## config.mk

```make
export PLATFORM = sky130hd
export DESIGN_NAME = sensor_reply_ascii_formatter_unit
export DESIGN_NICKNAME = d
export VERILOG_FILES = /design/src/rtl/sraf_pkg.sv /design/src/rtl/sraf_ctrl.sv /design/src/rtl/sraf_dp.sv /design/src/rtl/sensor_reply_ascii_formatter_unit.sv
export SDC_FILE = /design/constraint.sdc
export NUM_CORES = 1
export LEC_CHECK = 0
export BUFFER_PORTS_ARGS = -buffer_cell sky130_fd_sc_hd__buf_2
export CAP_MARGIN = 40
export CORE_MARGIN = 2
export CORE_UTILIZATION = 28
export DETAILED_ROUTE_END_ITERATION = 8
export GPL_TIMING_DRIVEN = 0
export PLACE_DENSITY = 0.52
export SKIP_CTS_REPAIR_TIMING = 1
export SLEW_MARGIN = 20
export SYNTH_ARGS = -nofsm -noshare
export SYNTH_HDL_FRONTEND = slang
export SYNTH_SLANG_ARGS = --single-unit
export TNS_END_PERCENT = 50
```

## constraint.sdc

```tcl
create_clock -name i_clk -period 18.9 [get_ports i_clk]
set_input_delay 3.78 -clock i_clk [delete_from_list [all_inputs] [get_ports i_clk]]
set_output_delay 3.78 -clock i_clk [all_outputs]
set_load 0.01 [all_outputs]
```

## src/rtl/sraf_pkg.sv

```systemverilog
`default_nettype none
package sraf_pkg;

    localparam logic [7:0] CH_HASH  = 8'h23;
    localparam logic [7:0] CH_A     = 8'h41;
    localparam logic [7:0] CH_R     = 8'h52;
    localparam logic [7:0] CH_BANG  = 8'h21;
    localparam logic [7:0] CH_T     = 8'h54;
    localparam logic [7:0] CH_H     = 8'h48;
    localparam logic [7:0] CH_C     = 8'h43;
    localparam logic [7:0] CH_PLUS  = 8'h2B;
    localparam logic [7:0] CH_MINUS = 8'h2D;
    localparam logic [7:0] CH_ZERO  = 8'h30;
    localparam logic [7:0] CH_NUL   = 8'h00;

    localparam logic [15:0] TEMP_OFFSET_RESET = 16'd50;

    localparam logic [1:0] OP_NONE  = 2'd0;
    localparam logic [1:0] OP_CHAR  = 2'd1;
    localparam logic [1:0] OP_SIGN  = 2'd2;
    localparam logic [1:0] OP_DIGIT = 2'd3;

    localparam logic [1:0] SEL_T = 2'd0;
    localparam logic [1:0] SEL_H = 2'd1;
    localparam logic [1:0] SEL_C = 2'd2;

    localparam logic [2:0] POS_LAST = 3'd4;

    typedef struct packed {
        logic       load;
        logic [1:0] op;
        logic [7:0] ch;
        logic [1:0] sel;
        logic [2:0] pos;
        logic       last;
        logic       nos;
    } t_cmd;

    function automatic logic [13:0] pow10(input logic [2:0] pos);
        logic [13:0] p;
        case (pos)
            3'd0:    p = 14'd10000;
            3'd1:    p = 14'd1000;
            3'd2:    p = 14'd100;
            3'd3:    p = 14'd10;
            default: p = 14'd1;
        endcase
        return p;
    endfunction

endpackage
`default_nettype wire

```

## src/rtl/sraf_ctrl.sv

```systemverilog
`default_nettype none
module sraf_ctrl
    import sraf_pkg::*;
(
    input  wire logic       i_clk,
    input  wire logic       i_rst_n,
    input  wire logic       i_start,
    input  wire logic       i_opcode,
    input  wire logic [7:0] i_sensor_letter,
    output t_cmd            o_cmd,
    output logic            o_busy
);

    localparam logic [2:0] S_IDLE  = 3'd0;
    localparam logic [2:0] S_HDR   = 3'd1;
    localparam logic [2:0] S_SIGN  = 3'd2;
    localparam logic [2:0] S_DIGIT = 3'd3;
    localparam logic [2:0] S_TAIL  = 3'd4;

    logic [2:0] r_state, n_state;
    logic [2:0] r_cnt, n_cnt;
    logic [1:0] r_sel, n_sel;
    logic       r_all, n_all;

    always_ff @(posedge i_clk) begin
        if (!i_rst_n) begin
            r_state <= S_IDLE;
            r_cnt   <= 3'd0;
            r_sel   <= SEL_T;
            r_all   <= 1'b0;
        end else begin
            r_state <= n_state;
            r_cnt   <= n_cnt;
            r_sel   <= n_sel;
            r_all   <= n_all;
        end
    end

    assign o_busy = (r_state != S_IDLE);

    always_comb begin
        n_state = r_state;
        n_cnt   = r_cnt;
        n_sel   = r_sel;
        n_all   = r_all;
        o_cmd   = '{load: 1'b0, op: OP_NONE, ch: CH_NUL, sel: r_sel,
                    pos: r_cnt, last: 1'b0, nos: 1'b0};
        unique case (r_state)
            S_IDLE: begin
                if (i_start) begin
                    o_cmd.load = 1'b1;
                    n_cnt      = 3'd0;
                    if (!i_opcode) begin
                        n_state = S_HDR;
                        n_all   = 1'b1;
                        n_sel   = SEL_T;
                    end else if (i_sensor_letter == CH_T) begin
                        n_state = S_SIGN;
                        n_all   = 1'b0;
                        n_sel   = SEL_T;
                    end else if (i_sensor_letter == CH_H) begin
                        n_state = S_SIGN;
                        n_all   = 1'b0;
                        n_sel   = SEL_H;
                    end else if (i_sensor_letter == CH_C) begin
                        n_state = S_SIGN;
                        n_all   = 1'b0;
                        n_sel   = SEL_C;
                    end else begin
                        o_cmd.op   = OP_CHAR;
                        o_cmd.ch   = CH_NUL;
                        o_cmd.last = 1'b1;
                        o_cmd.nos  = 1'b1;
                    end
                end
            end
            S_HDR: begin
                o_cmd.op = OP_CHAR;
                case (r_cnt)
                    3'd0:    o_cmd.ch = CH_HASH;
                    3'd1:    o_cmd.ch = CH_A;
                    default: o_cmd.ch = CH_R;
                endcase
                if (r_cnt == 3'd2) begin
                    n_cnt   = 3'd0;
                    n_state = S_SIGN;
                end else begin
                    n_cnt = r_cnt + 3'd1;
                end
            end
            S_SIGN: begin
                o_cmd.op = OP_SIGN;
                n_cnt    = 3'd0;
                n_state  = S_DIGIT;
            end
            S_DIGIT: begin
                o_cmd.op   = OP_DIGIT;
                o_cmd.last = !r_all && (r_cnt == POS_LAST);
                if (r_cnt == POS_LAST) begin
                    n_cnt = 3'd0;
                    if (!r_all) begin
                        n_state = S_IDLE;
                    end else if (r_sel == SEL_C) begin
                        n_state = S_TAIL;
                    end else begin
                        n_sel   = r_sel + 2'd1;
                        n_state = S_SIGN;
                    end
                end else begin
                    n_cnt = r_cnt + 3'd1;
                end
            end
            S_TAIL: begin
                o_cmd.op   = OP_CHAR;
                o_cmd.ch   = CH_BANG;
                o_cmd.last = 1'b1;
                n_state    = S_IDLE;
            end
            default: begin
                n_state = S_IDLE;
            end
        endcase
    end

endmodule
`default_nettype wire

```

## src/rtl/sraf_dp.sv

```systemverilog
`default_nettype none
module sraf_dp
    import sraf_pkg::*;
(
    input  wire logic        i_clk,
    input  wire logic        i_rst_n,
    input  wire t_cmd        i_cmd,
    input  wire logic        i_cfg_wr,
    input  wire logic [15:0] i_cfg_data,
    input  wire logic [15:0] i_temp_sample,
    input  wire logic [15:0] i_humidity_sample,
    input  wire logic [15:0] i_co2_sample,
    output logic [7:0]       o_out_char,
    output logic             o_last_char,
    output logic             o_bad_letter,
    output logic             o_strobe
);

    logic [15:0] r_off;
    logic [15:0] r_t, r_h, r_c;
    logic [15:0] r_rem, n_rem;
    logic        r_started, n_started;
    logic        r_strobe, n_strobe;
    logic [7:0]  r_char, n_char;
    logic        r_last, n_last;
    logic        r_nos, n_nos;

    logic [13:0] pow;
    logic [16:0] thr;
    logic [16:0] sub;
    logic [3:0]  digit;

    always_ff @(posedge i_clk) begin
        if (!i_rst_n) begin
            r_off    <= TEMP_OFFSET_RESET;
            r_strobe <= 1'b0;
        end else begin
            if (i_cfg_wr) begin
                r_off <= i_cfg_data;
            end
            r_strobe <= n_strobe;
        end
    end

    always_ff @(posedge i_clk) begin
        if (i_cmd.load) begin
            r_t <= i_temp_sample;
            r_h <= i_humidity_sample;
            r_c <= i_co2_sample;
        end
        r_rem     <= n_rem;
        r_started <= n_started;
        r_char    <= n_char;
        r_last    <= n_last;
        r_nos     <= n_nos;
    end

    always_comb begin
        pow   = pow10(i_cmd.pos);
        digit = 4'd0;
        sub   = 17'd0;
        thr   = 17'd0;
        for (int k = 1; k <= 9; k++) begin
            thr = 17'(k) * {3'b000, pow};
            if ({1'b0, r_rem} >= thr) begin
                digit = 4'(k);
                sub   = thr;
            end
        end
    end

    always_comb begin
        n_rem     = r_rem;
        n_started = r_started;
        n_strobe  = 1'b0;
        n_char    = r_char;
        n_last    = i_cmd.last;
        n_nos     = i_cmd.nos;
        case (i_cmd.op)
            OP_CHAR: begin
                n_strobe = 1'b1;
                n_char   = i_cmd.ch;
            end
            OP_SIGN: begin
                n_strobe  = 1'b1;
                n_started = 1'b0;
                if (i_cmd.sel == SEL_T) begin
                    if (r_t <= r_off) begin
                        n_char = CH_MINUS;
                        n_rem  = r_off - r_t;
                    end else begin
                        n_char = CH_PLUS;
                        n_rem  = r_t - r_off;
                    end
                end else begin
                    n_char = CH_PLUS;
                    n_rem  = (i_cmd.sel == SEL_H) ? r_h : r_c;
                end
            end
            OP_DIGIT: begin
                n_rem     = r_rem - sub[15:0];
                n_char    = CH_ZERO + {4'd0, digit};
                n_strobe  = r_started || (digit != 4'd0) || (i_cmd.pos == POS_LAST);
                n_started = n_strobe;
            end
            default: begin
                n_strobe = 1'b0;
            end
        endcase
    end

    assign o_strobe     = r_strobe;
    assign o_out_char   = r_char;
    assign o_last_char  = r_last;
    assign o_bad_letter = r_nos;

endmodule
`default_nettype wire

```

## src/rtl/sensor_reply_ascii_formatter_unit.sv

```systemverilog
// The edge that takes start moves the controller out of idle; the first character of a reply
// then comes from the datapath output registers, while the flag for an unknown letter is on
// the outputs right after that edge. busy stays high through a whole read-all or single read,
// so a new request is taken only once busy is low again; an unknown letter leaves busy low.
// Each value costs a sign step and a digit step per position; characters leave on o_strobe
// and the receiver cannot stall. Reset: synchronous, active low; idle, temp_offset set to 50.
`default_nettype none
module sensor_reply_ascii_formatter_unit
    import sraf_pkg::*;
(
    input  wire logic        i_clk,
    input  wire logic        i_rst_n,
    input  wire logic        start,
    output logic             busy,
    input  wire logic        i_opcode,
    input  wire logic [7:0]  i_sensor_letter,
    input  wire logic [15:0] i_temp_sample,
    input  wire logic [15:0] i_humidity_sample,
    input  wire logic [15:0] i_co2_sample,
    input  wire logic        i_cfg_valid,
    output logic             o_cfg_ready,
    input  wire logic [15:0] i_cfg_data,
    output logic [7:0]       o_out_char,
    output logic             o_last_char,
    output logic             o_bad_letter,
    output logic             o_strobe
);

    t_cmd cmd;

    assign o_cfg_ready = 1'b1;

    sraf_ctrl u_ctrl (
        .i_clk           (i_clk),
        .i_rst_n         (i_rst_n),
        .i_start         (start),
        .i_opcode        (i_opcode),
        .i_sensor_letter (i_sensor_letter),
        .o_cmd           (cmd),
        .o_busy          (busy)
    );

    sraf_dp u_dp (
        .i_clk             (i_clk),
        .i_rst_n           (i_rst_n),
        .i_cmd             (cmd),
        .i_cfg_wr          (i_cfg_valid && o_cfg_ready),
        .i_cfg_data        (i_cfg_data),
        .i_temp_sample     (i_temp_sample),
        .i_humidity_sample (i_humidity_sample),
        .i_co2_sample      (i_co2_sample),
        .o_out_char        (o_out_char),
        .o_last_char       (o_last_char),
        .o_bad_letter      (o_bad_letter),
        .o_strobe          (o_strobe)
    );

endmodule
`default_nettype wire

```

; ---- Word-level counts from Yosys, hierarchy flattened
; Cells that the tools add are included.
[word_totals]
ff_bits = 101
input_bits = 77
output_inout_bits = 13
elab_cells = 151
[op_classes]
add_sub_neg = 6
mul = 5
magnitude_cmp = 10
n_eq_ne = 23
n_mux = 70
bitwise = 3
reduce_logical = 20
[ops]
columns = operator, count
row1 = 2-to-1 mux 16 bit, 10
row2 = >= comparator 16 x 17 -> 1 bit, 5
row3 = one-hot mux 14 bit (4 select lines), 1
row4 = 2-to-1 mux 3 bit, 18
row5 = one-hot mux 8 bit (3 select lines), 2
row6 = subtractor 16 bit, 3
row7 = "multiplier 3 x 14 -> 17 bit, first input constant", 2
row8 = >= comparator 16 bit, 2
row9 = "multiplier 2 x 14 -> 16 bit, first input constant", 2
row10 = one-hot mux 16 bit (2 select lines), 1
row11 = 2-to-1 mux 10 bit, 3
row12 = 2-to-1 mux 2 bit, 15
row13 = "== test 8 x 7 -> 1 bit, second input constant", 3
row14 = one-hot mux 3 bit (4 select lines), 2
row15 = "multiplier 4 x 14 -> 17 bit, first input constant", 1
row16 = >= comparator 16 x 14 -> 1 bit, 1
row17 = >= comparator 16 x 15 -> 1 bit, 1
row18 = less-or-equal comparator 16 bit, 1
row19 = 2-to-1 mux 15 bit, 1
row20 = 2-to-1 mux 14 bit, 1
row21 = one-hot mux 7 bit (2 select lines), 1
row22 = "== test 3 x 2 -> 1 bit, second input constant", 4
row23 = 2-to-1 mux 11 bit, 1
row24 = 2-to-1 mux 9 bit, 1
row25 = 32 further kinds, 55

; ---- Logic depth before layout (Yosys ltp)
; Gate-level depths: netlist (run 1).
[logic_depth]
depth_word = 16
ltp_mapped = 43
depth_no_buf = 40

; ---- Modules after synthesis
; A second synthesis (run 1) with hierarchy kept.
[hier_totals]
cells_unflattened = 1310
hier_area_um2 = 11414.7
[by_module_without_submodules]
columns = module, n_inst, cells_each, area_each_um2
row1 = sraf_dp, 1, 1192, 10565.1
row2 = sraf_ctrl, 1, 116, 838.3
row3 = sensor_reply_ascii_formatter_unit, 1, 2, 11.3

; ---- Worst setup path after synthesis (run 1)
; Ideal clock, no wire load.
[synth_timing]
kind = register to register
start = register u_ctrl.r_cnt[1]
end = register u_dp.r_rem[15] (data pin)
setup_ps = 180
t_arrival_ps = 8439
t_required_ps = 18720
slack_ps = 10281
path_stages_with_launch = 38
path_buffers = 3
synth_period_minus_slack_ps = 8619
path_cell_list = dfxtp_1 > inv_1 > ha_1 > clkbuf_1 > nand2_1 > ha_1 > clkbuf_1 > nand2_1 > a21oi_1 > inv_1 > fa_1 > fa_1 > a21o_1 > a21oi_1 > nor2b_1 > o21a_1 > a31oi_1 > nor2_1 > [2 not listed] > nand4_1 > o41ai_1 > a211oi_1 > a211oi_1 > clkbuf_1 > nor3_1 > a21oi_1 > o32ai_1 > a21oi_1 > ha_1 > o21ai_0 > a21oi_1 > o21ai_0 > a31oi_1 > a211oi_1 > o21ai_0 > xnor3_1 > a221oi_1
[synth_via]
elab_chain_cells = 14
elab_cells_between_ends = 30
cone_classes = 1 x add/sub / 5 x mul / 9 x order compare / 3 x eq/ne / 11 x mux / 1 x reduce/logical
[synth_lines]
columns = element, line_no
row1 = "start, declared", sraf_ctrl.sv:21  ; logic [2:0] r_cnt, n_cnt;
row2 = "start signal, assigned", sraf_ctrl.sv:33  ; r_cnt <= n_cnt;
row3 = "== test 3 x 2 -> 1 bit, or another cell as far along", sraf_pkg.sv:41  ; case (pos)
row4 = one-hot mux 14 bit (4 select lines) *, sraf_pkg.sv:41
row5 = branches (longest 9 deep; another with multiplier 2 x 14 -> 16 bit), -
row6 = 2-to-1 mux 16 bit *, sraf_dp.sv:65  ; if ({1'b0, r_rem} >= thr) begin
row7 = subtractor 16 bit *, sraf_dp.sv:101  ; n_rem = r_rem - sub[15:0];
row8 = one-hot mux 16 bit (2 select lines) *, sraf_dp.sv:79  ; case (i_cmd.op)
row9 = named net u_dp.n_rem[15], sraf_dp.sv:21  ; logic [15:0] r_rem, n_rem;
row10 = "end signal, assigned", sraf_dp.sv:51  ; r_rem <= n_rem;
row11 = "end, declared", sraf_dp.sv:21
; Mark *: on every way through the listed nets, which the timed path passes.
; A chain may end at the register's enable or synchronous reset.

; ---- Final worst setup path (run 1)
; Ends and elaborated chain as after synthesis.

==> results of run 1 <==
## critical path, delay by kind of cell (launching register included)
kind,cells,cell delay [ns]
simple gates,6,1.24
xor+xnor,2,0.69
compound gates,18,4.46
buf+inv,5,1.46
fa+ha+maj,6,2.17
flops,1,0.38
## cell families (layout without fill, tap and decap cells)
group	after synthesis	after routing
DFF	100	100
buffers and inverters	149	259
muxes	47	47
AOI/OAI and AO/OA	380	380
other	2	8
xor gates and xnor gates	51	51
and+or+nand+nor	346	346
adders and majority gates	208	208
## worst max-delay path by stage
stage                                     endpoint                    startpoint  cells after the start  slack [ns]
after global routing      u_dp.r_rem[15]$_DFFE_PP_  u_ctrl.r_cnt[1]$_SDFFE_PN0P_                     37        7.60
after detailed placement  u_dp.r_rem[15]$_DFFE_PP_  u_ctrl.r_cnt[1]$_SDFFE_PN0P_                     37        8.62
after global placement    u_dp.r_rem[15]$_DFFE_PP_  u_ctrl.r_cnt[1]$_SDFFE_PN0P_                     36        7.22
after floorplan           u_dp.r_rem[15]$_DFFE_PP_  u_ctrl.r_cnt[1]$_SDFFE_PN0P_                     37       10.28
final                     u_dp.r_rem[15]$_DFFE_PP_  u_ctrl.r_cnt[1]$_SDFFE_PN0P_                     37        8.29
after CTS                 u_dp.r_rem[15]$_DFFE_PP_  u_ctrl.r_cnt[1]$_SDFFE_PN0P_                     37        8.51
## per-layer routing
layer	vias to the layer above	track usage	wire, microns
li1	4994	-	-
met1	4923	0.236	16600
met2	322	0.300	17500
met3	81	0.0244	2080
met4	0	0.0779	1480
met5	-	0	0
## synth_stat cells, types with 9 or more instances
cell type	instances
a21oi_1	108
nor3_1	27
o211ai_1	16
nand4_1	21
ha_1	196
a21o_1	24
edfxtp_1	72
nand2_1	82
a211oi_1	24
dfxtp_1	28
o31ai_1	9
xor2_1	20
and3_1	10
nand2b_1	18
nor2b_1	13
nor2_1	102
clkbuf_1	32
and2_1	9
a31oi_1	16
xnor2_1	30
o21a_1	14
o21ai_0	65
inv_1	100
nand3_1	21
o21bai_1	10
mux2i_1	42
fa_1	12
## metrics by stage
step                      setup WS [ns]  hold slack [ns]
final                              8.29            0.502
after global routing               7.60            0.548
after CTS                          8.51            0.512
after floorplan                   10.28            0.456
after global placement             7.22            0.484
after detailed placement           8.62            0.492
## placed cells by master, fill, tap and decap left out, drive strengths merged, types with 27 or more instances in the layout
master  count
clkbuf     42
nor2      102
o21ai      66
xnor2      30
inv       104
a21oi     108
nor3       27
ha        196
buf       108
dfxtp      28
mux2i      42
nand2      83
edfxtp     72
## sequential cells by signal (all words and copies together) (netlist names)
| signal | cells |
|---|---|
| u_ctrl.r_state | 3 |
| u_dp.r_c | 16 |
| u_ctrl.r_cnt | 3 |
| u_dp.r_off | 16 |
| u_dp.o_last_char | 1 |
| u_dp.r_rem | 16 |
| u_dp.r_h | 16 |
| u_dp.r_t | 16 |
| u_dp.o_bad_letter | 1 |
| u_ctrl.r_sel | 2 |
| u_dp.o_strobe | 1 |
| u_dp.r_started | 1 |
| u_ctrl.r_all | 1 |
| u_dp.o_out_char | 7 |
## area by class of cell
class | instances | area share
Multi-Input combinational cell | 1040 | 0.624
Tap cell | 525 | 0.0517
Sequential cell | 100 | 0.214
Buffer | 47 | 0.0161
Clock buffer | 9 | 0.0177
Inverter | 102 | 0.0301
Clock inverter | 7 | 0.00590
Timing Repair Buffer | 94 | 0.0407
## power by group through the flow
| stage | Sequential (mW) | Combinational (mW) | Clock (mW) |
|---|---|---|---|
| 2_1_floorplan | 0.299 | 0.706 | 0 |
| 3_3_place_gp | 0.313 | 0.968 | 0 |
| 3_5_place_dp | 0.314 | 0.981 | 0 |
| 4_1_cts | 0.309 | 0.989 | 0.198 |
| 5_1_grt | 0.312 | 1.11 | 0.204 |
| 6_report | 0.309 | 1.00 | 0.189 |
==> results.json, run 1 <==
{
  "synth_simple_gate_area_frac": 0.152,
  "htreeDepth": 3,
  "synth.avg_cell_area_sq_um": 8.74,
  "p_sw_uw": 740,
  "multi_input_area_sq_um": 7930,
  "drt_iter0_drc": 740,
  "die_area_sq_um": 41700,
  "grt_max_degree": 30,
  "yosys.area_share.adder": 0.240,
  "clk_pin_slew_worst_paths_ns": 0.08,
  "fillers": 4256,
  "die-height_microns": 204,
  "portBuffers": 85,
  "worstHoldStart": "u_dp.r_off[15]$_SDFFE_PN0P_",
  "grt_usage": 0.182,
  "r2r-end": "u_dp.r_rem[15]$_DFFE_PP_",
  "grt_pass1_wl_microns": 58200,
  "fin_area_sq_um": 12700,
  "postSynth.asyncResetShare": 0,
  "seqPwrFrac": 0.206,
  "setup_viol_count_final": 0,
  "min_to": "u_dp.r_off[15]$_SDFFE_PN0P_",
  "end_kind": "flip-flop",
  "synth_top_cell_by_area": "ha_1",
  "gp_congestion": 0.947,
  "place_area_sq_um": 12400,
  "fin_crit_ns": 10.61,
  "wl_per_cell_microns": 19.5,
  "dr.pass1.iters": 5,
  "skew_ns": 0.0137,
  "area_growth_pct": 13.4,
  "min_path_type": "flip-flop to flip-flop",
  "yosysTopAreaCellShare": 0.219,
  "wl_microns": 37600,
  "synth_area_sq_um": 11200,
  "clock-sinks": 100,
  "grt-ovfl-total": 0,
  "rsz0062_at_grt": "no",
  "comb_power_share": 0.668,
  "synth_xor_area_frac": 0.0411,
  "synth-edff-count": 72,
  "ff_latch_area_sq_um": 2720,
  "cp_slowest_cell": "fa_1",
  "syn_inst": 1283,
  "critical_path.max_fanout": 11,
  "start_util": 0.283,
  "ys.warnings.count": 0,
  "diodes": 0,
  "synthFlopType": "edfxtp_1",
  "fin_crit_sh": 0.561,
  "placed_cells": 1908,
  "clockBufferDepth": 2,
  "whs_path_depth": 2,
  "peakVddDrop_v": 0.0000819,
  "ant_nets": 0,
  "synthTopCellsByArea": "ha_1 22%, edfxtp_1 19%, dfxtp_1 5.0%",
  "setup_tns_ns": 0,
  "required_ns": 19.09,
  "fmax_ghz": 0.0943,
  "grt_pass1_vias": 10200,
  "relSlewSlack": 0.406,
  "status": "finished, final reports clean",
  "core_area_sq_um": 39600,
  "cts.root.buffer_cell": "clkbuf_16",
  "vias": 10300,
  "ys_seq_elements": 100,
  "rows": 73,
  "powerDensity_nw_per_um2": 118,
  "yosysSeqAreaShare": 0.243,
  "reg2reg_slack_ns": 8.29,
  "die_w_microns": 204,
  "tightest_slew_ns": 0.885,
  "cp_slowest_stage_delay_ns": 0.58,
  "synth_top_family_by_area": "adder cells",
  "antenna_found_initial": 0,
  "synth-compound-area-share": 0.228,
  "leakagePower_nw": 5.52,
  "stdcell_count": 1924,
  "finalHoldViolCount": 0,
  "drv_cap": 0,
  "ys_types": 86,
  "drive_gt1_frac": 0.107,
  "synthMuxAreaShare": 0.0425,
  "worst-setup-path-type": "flip-flop to flip-flop",
  "slew_violations": 0,
  "cts_buffers": 9,
  "power_frac_clock": 0.126,
  "ioPinCount": 90,
  "nets": 1679,
  "post-dp-hpwl_microns": 29900,
  "power.internal_uw": 759,
  "arrival_ns": 10.80,
  "p_sw_frac": 0.494,
  "clkLatencyLatePin_ns": 0.38,
  "reg2reg_depth": 37,
  "crit_path_start_kind": "flip-flop",
  "cts_tree": "done",
  "finalCoreUtilization": 0.321,
  "drc": 0,
  "r2r_start": "u_ctrl.r_cnt[1]$_SDFFE_PN0P_",
  "power_mw": 1.50,
  "routed_via_density": 5.36
}
No activity file was read; power rests on OpenSTA's default activity.
==> run 2, diff against run 1 <==
--- a/config.mk
+++ b/config.mk
@@ -5,13 +5,14 @@
 export SDC_FILE = /design/constraint.sdc
 export NUM_CORES = 1
 export LEC_CHECK = 0
+export ABC_AREA = 1
 export BUFFER_PORTS_ARGS = -buffer_cell sky130_fd_sc_hd__buf_2
 export CAP_MARGIN = 40
 export CORE_MARGIN = 2
 export CORE_UTILIZATION = 28
 export DETAILED_ROUTE_END_ITERATION = 8
 export GPL_TIMING_DRIVEN = 0
-export PLACE_DENSITY = 0.52
+export PLACE_DENSITY = 0.54
 export SKIP_CTS_REPAIR_TIMING = 1
 export SLEW_MARGIN = 20
 export SYNTH_ARGS = -nofsm -noshare
==> constraint.sdc (replaced) <==
create_clock -name i_clk -period 9.7 [get_ports i_clk]
set_input_delay 1.94 -clock i_clk [delete_from_list [all_inputs] [get_ports i_clk]]
set_output_delay 1.94 -clock i_clk [all_outputs]
set_load 0.01 [all_outputs]
==> results.json, run 2 <==
{
  "cts.root.buffer_cell": "clkbuf_16",
  "setup_viol_count_final": 0,
  "cp_slowest_cell": "nand2_1",
  "place_area_sq_um": 13200,
  "area_growth_pct": 12.6,
  "ys_seq_elements": 100,
  "clockBufferDepth": 2,
  "fin_crit_ns": 8.71,
  "status": "finished, final reports clean",
  "gp_congestion": 0.923,
  "fin_area_sq_um": 13500,
  "cts_buffers": 9,
  "yosysTopAreaCellShare": 0.205,
  "mostFrequentLayoutCell": "nand2_1",
  "synth_area_sq_um": 12000,
  "critical_path.max_fanout": 19,
  "rows": 75,
  "die-height_microns": 211,
  "layout_common_cells": "396 x nand2_1, 196 x ha_1, 179 x inv_1, 173 x a21oi_1, 125 x nor2_1",
  "ant_nets": 0,
  "end_kind": "flip-flop",
  "nets": 2042,
  "synth.most_common_cell": "nand2_1",
  "synthTopCellsByArea": "ha_1 20%, edfxtp_1 18%, nand2_1 12%",
  "setup_tns_ns": 0,
  "slew_violations": 0,
  "required_ns": 9.82,
  "ioPinCount": 90,
  "synth_common_cells": "396 x nand2_1, 196 x ha_1, 179 x inv_1",
  "yosysSeqAreaShare": 0.227,
  "die_area_sq_um": 44500,
  "synth_top_cell_by_area": "ha_1",
  "finalHoldViolCount": 0,
  "core_area_sq_um": 42100,
  "drc": 0,
  "grt-ovfl-total": 0,
  "syn_inst": 1650,
  "synthFlopType": "edfxtp_1",
  "postSynth.asyncResetShare": 0,
  "synth-edff-count": 72,
  "htreeDepth": 3,
  "crit_path_start_kind": "flip-flop",
  "relSlewSlack": 0.453,
  "portBuffers": 86,
  "reg2reg_slack_ns": 0.99,
  "routed_via_density": 4.93,
  "diodes": 0,
  "rsz0062_at_grt": "no",
  "post-dp-hpwl_microns": 31400,
  "synth.avg_cell_area_sq_um": 7.26,
  "ys.warnings.count": 0,
  "vias": 11300,
  "dr.pass1.iters": 5,
  "wl_per_cell_microns": 16.8,
  "grt_usage": 0.176,
  "start_util": 0.284,
  "wl_microns": 38700,
  "drive_gt1_frac": 0.122,
  "skew_ns": 0.0121,
  "drv_cap": 0,
  "antenna_found_initial": 0,
  "cp_slowest_stage_delay_ns": 0.57,
  "clkLatencyLatePin_ns": 0.36,
  "tightest_slew_ns": 0.820,
  "grt_pass1_wl_microns": 61000,
  "fin_crit_sh": 0.898,
  "grt_max_degree": 27,
  "min_path_type": "flip-flop to flip-flop",
  "fillers": 4566,
  "drt_iter0_drc": 702,
  "grt_pass1_vias": 11000,
  "clock-sinks": 100,
  "arrival_ns": 8.84,
  "clk_pin_slew_worst_paths_ns": 0.08,
  "die_w_microns": 211,
  "fmax_ghz": 0.115,
  "worst-setup-path-type": "flip-flop to flip-flop",
  "cts_tree": "done",
  "ys_types": 60
}
==> run 2: layout make-up <==
class                      instances  area (sq um)  share of cell area
multi-input combinational       1310          8260               0.612
sequential                       100          2720               0.202
inverter                         204           773              0.0573
tap                              539           674              0.0500
timing repair buffer              90           504              0.0374
buffer                            42           258              0.0191
clock buffer                      10           239              0.0177
clock inverter                     6          67.6             0.00501
==> run 2: worst max-delay path, delay by kind of cell (launching register included) <==
kind | cells | cell delay (ns)
adders and majority gates | 6 | 2.35
DFF | 1 | 0.38
xor gates and xnor gates | 2 | 0.52
buffers and inverters | 6 | 1.34
AOI/OAI and AO/OA | 12 | 2.01
and+or+nand+nor | 11 | 1.85
==> run 2: worst paths after layout <==
check / from / to / cells after the start
max reg2reg: u_ctrl.r_cnt[1]$_SDFFE_PN0P_ / u_dp.r_rem[11]$_DFFE_PP_ / 37
max: u_ctrl.r_cnt[1]$_SDFFE_PN0P_ / u_dp.r_rem[11]$_DFFE_PP_ / 37
min reg2reg: u_dp.r_off[15]$_SDFFE_PN0P_ / u_dp.r_off[15]$_SDFFE_PN0P_ / 2
min: u_dp.r_off[15]$_SDFFE_PN0P_ / u_dp.r_off[15]$_SDFFE_PN0P_ / 2
==> run 2: stage by stage <==
stage,setup slack [ns],instances,hold WS [ns],util
floorplan,3.12,1656,0.433,-
global placement,0.932,2281,0.456,0.311
detailed placement,1.08,2284,0.464,0.312
CTS,1.06,2300,0.475,0.320
global route,0.368,2301,0.502,0.320
finish,0.986,2301,0.471,0.320
==> run 2: metal layers <==
layer	part of all wire	GRT usage	wire, microns	vias up
li1	-	-	-	5778
met1	0.46	0.231	18000	5268
met2	0.48	0.306	18500	249
met3	0.034	0.0184	1320	47
met4	0.025	0.0517	962	0
met5	0	0	0	-
==> run 2: cells by family (layout without fill, tap and decap cells) <==
| group | count (synthesis) | in the layout | synth area share |
|---|---|---|---|
| flip-flops | 100 | 100 | 0.227 |
| XOR/XNOR | 54 | 54 | 0.0395 |
| other | 2 | 8 | 0.000627 |
| adder cells (fa/ha/maj) | 208 | 208 | 0.225 |
| buffers and inverters | 246 | 352 | 0.0860 |
| AND/OR/NAND/NOR | 668 | 668 | 0.246 |
| AO/OA/AOI/OAI | 372 | 372 | 0.176 |
Power of run 2 is left out: the tool's default activity adds up to more than one toggle a clock period on the data nets, which glitch-free logic cannot reach.
